**src/hw/rtl/dtoi_pkg.sv**
```systemverilog
// Package with the request and result types of the double-to-integer converter.
`timescale 1ns / 1ps
package dtoi_pkg;

  typedef enum logic [1:0] {
    WIDTH_16 = 2'd0,
    WIDTH_32 = 2'd1,
    WIDTH_64 = 2'd2
  } width_e;

  localparam logic [10:0] EXP_ALL_ONES = 11'h7ff;
  localparam int unsigned EXP_BIAS_INT = 1075;

  typedef struct packed {
    logic [63:0] value_bits;
    logic [1:0]  width_select;
  } req_t;

  typedef struct packed {
    logic signed [63:0] int_result;
    logic               out_of_range;
  } rsp_t;

  // Decoded operand after the first stage.
  typedef struct packed {
    logic        neg;
    logic        is_nan_inf;
    logic        huge;
    logic        left;       // exponent at or above the integer point
    logic [5:0]  shamt;      // left shift amount, or right shift amount
    logic        zero_out;   // right shift of 54 or more
    logic [52:0] mant;
    logic [1:0]  wsel;
  } dec_t;

  // Shifted magnitude before rounding.
  typedef struct packed {
    logic        neg;
    logic        bad;
    logic [63:0] q;
    logic        round_up;
    logic [1:0]  wsel;
  } shf_t;

endpackage

```
**src/hw/rtl/dtoi_decode.sv**
```systemverilog
// First stage: field split and exponent decode.
`timescale 1ns / 1ps
module dtoi_decode (
  input  dtoi_pkg::req_t req_i,
  output dtoi_pkg::dec_t dec_o
);
  logic [10:0] expf;
  logic [11:0] e;
  logic signed [12:0] k;

  always_comb begin
    expf = req_i.value_bits[62:52];
    e = (expf != 11'd0) ? {1'b0, expf} : 12'd1;
    k = $signed({1'b0, e}) - 13'sd1075;
    dec_o.neg = req_i.value_bits[63];
    dec_o.is_nan_inf = (expf == dtoi_pkg::EXP_ALL_ONES);
    dec_o.huge = (k >= 13'sd12);
    dec_o.left = (k >= 13'sd0);
    dec_o.zero_out = (k <= -13'sd54);
    dec_o.shamt = (k >= 13'sd0) ? k[5:0] : 6'((-k) & 13'sd63);
    dec_o.mant = {(expf != 11'd0), req_i.value_bits[51:0]};
    dec_o.wsel = req_i.width_select;
  end
endmodule

```
**src/hw/rtl/dtoi_shift.sv**
```systemverilog
// Second stage: alignment shift and rounding decision.
`timescale 1ns / 1ps
module dtoi_shift (
  input  dtoi_pkg::dec_t dec_i,
  output dtoi_pkg::shf_t shf_o
);
  logic [116:0] ext;
  logic [116:0] sh;
  logic         half_bit;
  logic         sticky;

  always_comb begin
    ext = {64'd0, dec_i.mant};
    sh = ext << (dec_i.left ? 7'(dec_i.shamt) : 7'd0);
    // Right shift keeps the dropped bits in a low extension for rounding.
    half_bit = 1'b0;
    sticky = 1'b0;
    shf_o.q = sh[63:0];
    if (!dec_i.left) begin
      sh = {dec_i.mant, 64'd0} >> dec_i.shamt;
      shf_o.q = {11'd0, sh[116:64]};
      half_bit = sh[63];
      sticky = |sh[62:0];
      if (dec_i.zero_out) begin
        shf_o.q = '0;
        half_bit = 1'b0;
      end
    end
    shf_o.round_up = half_bit && (sticky || shf_o.q[0]);
    shf_o.neg = dec_i.neg;
    shf_o.bad = dec_i.is_nan_inf || dec_i.huge;
    shf_o.wsel = dec_i.wsel;
  end
endmodule

```
**src/hw/rtl/dtoi_range.sv**
```systemverilog
// Third stage: rounding increment, range check and sign application.
`timescale 1ns / 1ps
module dtoi_range (
  input  dtoi_pkg::shf_t shf_i,
  output dtoi_pkg::rsp_t rsp_o
);
  logic [64:0] mag;
  logic [63:0] lim_neg;
  logic        bad;

  always_comb begin
    mag = {1'b0, shf_i.q} + {64'd0, shf_i.round_up};
    unique case (shf_i.wsel)
      dtoi_pkg::WIDTH_16: lim_neg = 64'h8000;
      dtoi_pkg::WIDTH_32: lim_neg = 64'h8000_0000;
      default:            lim_neg = 64'h8000_0000_0000_0000;
    endcase
    bad = shf_i.bad || mag[64] ||
          (shf_i.neg ? (mag[63:0] > lim_neg) : (mag[63:0] > lim_neg - 64'd1));
    rsp_o.out_of_range = bad;
    rsp_o.int_result = bad ? $signed(64'd0 - lim_neg)
                           : (shf_i.neg ? $signed(64'd0 - mag[63:0]) : $signed(mag[63:0]));
  end
endmodule

```
**src/hw/rtl/double_to_int_store_convert_top.sv**
```systemverilog
// Top level of the pipelined binary64 to integer converter.
`timescale 1ns / 1ps
// Converts a binary64 pattern to a 16, 32 or 64 bit signed integer, rounding to
// nearest even, sign-extended to 64 bits; NaN, infinity and out-of-range values
// give the most negative value of the width and set out_of_range. One request
// enters per cycle unless the output stalls; each result passes through three
// register stages (decode, align shift, round and range check). A finished
// result held by a stall on the output freezes the whole pipeline and the input.
module double_to_int_store_convert_top (
  input  logic           clk_i,
  input  logic           rst_ni,
  input  logic           in_valid_i,
  output logic           in_stall_o,
  input  dtoi_pkg::req_t in_data_i,
  output logic           out_valid_o,
  input  logic           out_stall_i,
  output dtoi_pkg::rsp_t out_data_o
);
  dtoi_pkg::dec_t dec_d, dec_q;
  dtoi_pkg::shf_t shf_d, shf_q;
  dtoi_pkg::rsp_t rsp_d, rsp_q;
  logic v1_q, v2_q, v3_q;
  logic adv;

  // The pipeline moves whenever the last stage is empty or its result leaves.
  assign adv = !(v3_q && out_stall_i);
  assign in_stall_o = !adv;

  dtoi_decode u_dec (.req_i(in_data_i), .dec_o(dec_d));
  dtoi_shift  u_shf (.dec_i(dec_q), .shf_o(shf_d));
  dtoi_range  u_rng (.shf_i(shf_q), .rsp_o(rsp_d));

  always_ff @(posedge clk_i or negedge rst_ni) begin
    if (!rst_ni) begin
      v1_q <= 1'b0;
      v2_q <= 1'b0;
      v3_q <= 1'b0;
    end else if (adv) begin
      v1_q <= in_valid_i;
      v2_q <= v1_q;
      v3_q <= v2_q;
    end
  end

  always_ff @(posedge clk_i) begin
    if (adv) begin
      dec_q <= dec_d;
      shf_q <= shf_d;
      rsp_q <= rsp_d;
    end
  end

  assign out_valid_o = v3_q;
  assign out_data_o = rsp_q;

  a_hold: assert property (@(posedge clk_i) disable iff (!rst_ni)
    out_valid_o && out_stall_i |=> out_valid_o && $stable(out_data_o))
    else $error("result changed under stall");
  a_stall: assert property (@(posedge clk_i) disable iff (!rst_ni)
    in_stall_o |-> out_valid_o && out_stall_i)
    else $error("input stalled without output backpressure");
  a_flow: assert property (@(posedge clk_i) disable iff (!rst_ni)
    in_valid_i && !in_stall_o |=> v1_q)
    else $error("accepted request lost");
endmodule
```
**config.mk**
```make
export PLATFORM = sky130hd
export DESIGN_NAME = double_to_int_store_convert_top
export DESIGN_NICKNAME = d
export VERILOG_FILES = /design/src/hw/rtl/dtoi_pkg.sv /design/src/hw/rtl/dtoi_decode.sv /design/src/hw/rtl/dtoi_shift.sv /design/src/hw/rtl/dtoi_range.sv /design/src/hw/rtl/double_to_int_store_convert_top.sv
export SDC_FILE = /design/constraint.sdc
export NUM_CORES = 1
export LEC_CHECK = 0
export BUFFER_PORTS_ARGS = -buffer_cell sky130_fd_sc_hd__buf_4
export CORE_MARGIN = 2
export CORE_UTILIZATION = 40
export DETAILED_ROUTE_END_ITERATION = 8
export GPL_TIMING_DRIVEN = 1
export PLACE_DENSITY_LB_ADDON = 0.1
export RECOVER_POWER = 100
export SLEW_MARGIN = 20
export SYNTH_ARGS = -nofsm -noshare
export SYNTH_HDL_FRONTEND = slang
export SYNTH_SLANG_ARGS = --single-unit
```
**constraint.sdc**
```tcl
create_clock -name clk_i -period 8.3 [get_ports clk_i]
set_input_delay 1.66 -clock clk_i [delete_from_list [all_inputs] [get_ports clk_i]]
set_output_delay 1.66 -clock clk_i [all_outputs]
set_load 0.01 [all_outputs]
```
==> impl_metrics.csv <==
group,metric,value,unit
yosys,synth.distinct_cells,91,
yosys,postSynthAreaPerCell,9.84,sq um
placed_design,gp_congestion,0.980,
setup_path,cp.arrival,7.64,ns
yosys,synth_commonest_cells,"294 x mux2i_1, 200 x edfxtp_1, 141 x nand2_1",
timing,hold_viol_final,0,
floorplan,rows,80,
setup_path,cpMostUsedCell,"mux2i_1",
setup_path,critPathRequiredTime,8.53,ns
yosys,yosys_warnings,0,
yosys,synth_edf_count,200,
yosys,synth_most_common_cell,"mux2i_1",
timing,slew-limit-headroom,-148,%
setup_path,critical-path-slowest-cell,"clkbuf_1",
setup_path,crit_buf_inv,2,
drt,drc,0,
layout,multiInputGateArea,0.0122,sq mm
floorplan,die_h,223,microns
cts,root_buffer,"clkbuf_16",
floorplan,dieWidth,223,microns
timing,setup_violations,0,
drt,dr.pass1.iters,5,
cts,h-tree-depth,1,
setup_path,r2r_setup_slack,0.90,ns
setup_path,slowest_delay,2.59,ns
timing,slew_violations,299,
setup_path,crit_fanout,68,
timing,fin_setup_tns,0,ns
flow_run,cap_viol_max_count,4,
yosys,synthesis.area,0.0191,sq mm
setup_path,end_kind,"flop",
layout,drive_gt1_share,13.5,%
drt,post_drt_wl_per_cell,25.1,microns
floorplan,core,0.0474,sq mm
power_and_ir_drop,clockPowerShare,17.5,%
floorplan,start_util,40.4,%
yosys,netlist_instances,1946,
drt,vias,16200,
cts,cts_tree,"yes",
floorplan,ios,137,
power_and_ir_drop,p_seq_share,30.5,%
yosys,synth_top_area_share,31.4,%
placed_design,dp_hpwl,52000,microns
timing,worstMarginPinSlew,3.72,ns
timing,fin_worst_skew,0.0222,ns
timing,grt_setup_unrepaired,"false",
cts,clk_pin_slew_worst_paths,0.06,ns
cts,cts_num_sinks,203,
global_routing,grt_use_total,26.4,%
yosys,syn-num-nets,2076,
global_routing,grt_remaining_overflow,0,
drt,antenna_left,0,
power_and_ir_drop,pwr-share-comb,51.9,%
setup_path,startpoint_type,"flop",
power_and_ir_drop,vdd_drop_max,174,uV
cts,cts-resized-gates,0,
power_and_ir_drop,swShare,44.6,%
yosys,synth_seq_area_share,31.8,%
drt,viasPerCell,6.16,
yosys,synth_top_flop_cell,"edfxtp_1",
setup_path,path_class,"reg -> reg",
drt,finalWirelength,66000,microns
global_routing,grt_max_degree,145,
setup_path,crit_family,"buffers and inverters",
timing,max_freq,135,MHz
cts,cts_made_buffers,24,
timing,fin_crit_sh,89.2,%
power_and_ir_drop,total_power,6.00,mW
outcome,violations,"capacitance limit, slew limit",
layout,stdcell_area,0.0210,sq mm
floorplan,dieArea,0.0496,sq mm
power_and_ir_drop,internal_power,3.32,mW
layout,nFillCells,4686,
cts,clk_latency,0.57,ns
worst_hold_path,hp-class,"reg -> reg",
layout,n_antenna_cell,0,
yosys,synth-seq-cells,203,
placed_design,dpl-instance-area,0.0206,sq mm
outcome,status,"finished with violations",
layout,areaGrowthSynthToFinish,9.88,%
global_routing,antenna_found_initial,0,
global_routing,grt_pass1_vias,16200,
power_and_ir_drop,power_density,285,mW/mm^2
placed_design,port_buffers,136,
cts,cts_setup_buffers,0,
global_routing,grt_pass1_wl,101000,microns
yosys,ys_top_cells_by_area,"edfxtp_1 31%, mux2i_1 15%, mux4_2 6.7%",
layout,nets,2130,
yosys,synthArstFlopShare,1.48,%
timing,period_needed,7.40,ns
setup_path,worstPathCellList,"clkbuf_1 > and2_0 > buf_4 > mux2i_1 > mux2i_1 > mux2i_1 > mux2i_1 > mux2i_1 > o22ai_1",
drt,drt_first_iter_violations,1292,
cts,cts_hold_buffers,0,
layout,seq_area,0.00608,sq mm
power_and_ir_drop,p_sw,2.68,mW
power_and_ir_drop,power.leakage,8.21,nW
cts,clock_path_buffers,3,
yosys,yosysTopAreaCell,"edfxtp_1",
logic make-up after synthesis:
kind of cell               after synthesis  share of synthesized area [%]
AOI/OAI and AO/OA                      371                           12.8
xor gates and xnor gates               118                           5.40
and+or+nand+nor                        597                           16.8
adders and majority gates               60                           3.92
buffers and inverters                  200                           4.55
DFF                                    203                           31.8
muxes                                  397                           24.8
power groups by stage:
stage	clock network [mW]	registers, mW	logic, mW
floorplan	0	1.80	2.12
detailed placement	0	1.84	3.16
finish	1.05	1.83	3.12
global placement	0	1.83	3.17
CTS	1.09	1.82	3.18
global route	1.12	1.88	3.37
placed cells by master (no fill, tap or decap), types with 9 or more instances in the layout:
master,netlist,routed
a211oi_1,17,17
a21o_1,12,12
a21oi_1,85,85
a22oi_1,13,13
a31oi_1,13,13
and2_1,21,18
and3_1,18,18
and4_1,12,12
buf_4,8,37
clkbuf_1,78,77
clkbuf_16,0,24
clkbuf_4,0,55
edfxtp_1,200,200
ha_1,60,59
inv_1,58,58
mux2_2,45,43
mux2i_1,294,294
mux4_2,57,57
nand2_1,141,138
nand3_1,56,56
nand4_1,61,61
nor2_1,123,123
nor2b_1,12,12
nor3_1,33,33
nor4_1,27,27
o211ai_1,9,9
o21a_1,9,9
o21ai_0,82,82
o221ai_1,20,20
o22ai_1,24,24
o31ai_1,24,24
or2_2,10,10
or3_1,12,12
or4_1,16,16
xnor2_1,76,76
xor2_1,42,42
per-stage QoR:
| stage | setup slack [ns] | instances | hold WS (ns) | utilization [%] |
|---|---|---|---|---|
| 2_1_floorplan | 0.165 | 1946 | 0.400 | - |
| 3_3_place_gp | 1.76 | 2589 | 0.409 | 43.4 |
| 3_5_place_dp | 1.61 | 2589 | 0.422 | 43.4 |
| 4_1_cts | 1.56 | 2631 | 0.436 | 45.0 |
| 5_1_grt | 0.590 | 2631 | 0.438 | 44.3 |
| 6_report | 0.898 | 2631 | 0.429 | 44.3 |
flip-flops by register name, summed over array words and instances (netlist names):
register and count:
dec_q 66, out_data_o 65, out_valid_o 1, shf_q 69, v1_q 1, v2_q 1
path summary, 6_finish.rpt:
path / from / endpoint / cells past startpoint
max in group asynchronous: rst_ni / out_valid_o$_DFFE_PN0N_ / 1
worst min-delay path: dec_q[0]$_DFFE_PN_ / shf_q[0]$_DFFE_PN_ / 0
worst max register to register: dec_q[57]$_DFFE_PN_ / shf_q[32]$_DFFE_PN_ / 9
min in group asynchronous: rst_ni / v2_q$_DFFE_PN0N_ / 1
worst min register to register: dec_q[0]$_DFFE_PN_ / shf_q[0]$_DFFE_PN_ / 0
worst max-delay path: dec_q[57]$_DFFE_PN_ / shf_q[32]$_DFFE_PN_ / 9
final cells by class:
type | instances | share of cell area, %
clock buffers | 28 | 2.93
clock inverters | 14 | 0.708
inverters | 61 | 1.09
multi-input cells | 1543 | 58.0
flip-flops and latches | 203 | 28.9
well taps | 615 | 3.66
repair buffers | 167 | 4.70
per-layer routing:
| layer | global-route usage (%) | routed length [microns] | up-vias |
|---|---|---|---|
| met4 | 10.6 | 3210 | 0 |
| li1 | - | - | 7627 |
| met1 | 34.0 | 28000 | 7898 |
| met3 | 2.87 | 3000 | 138 |
| met5 | 0 | 0 | - |
| met2 | 45.3 | 31800 | 543 |
No activity file was read; power rests on OpenSTA's default activity.
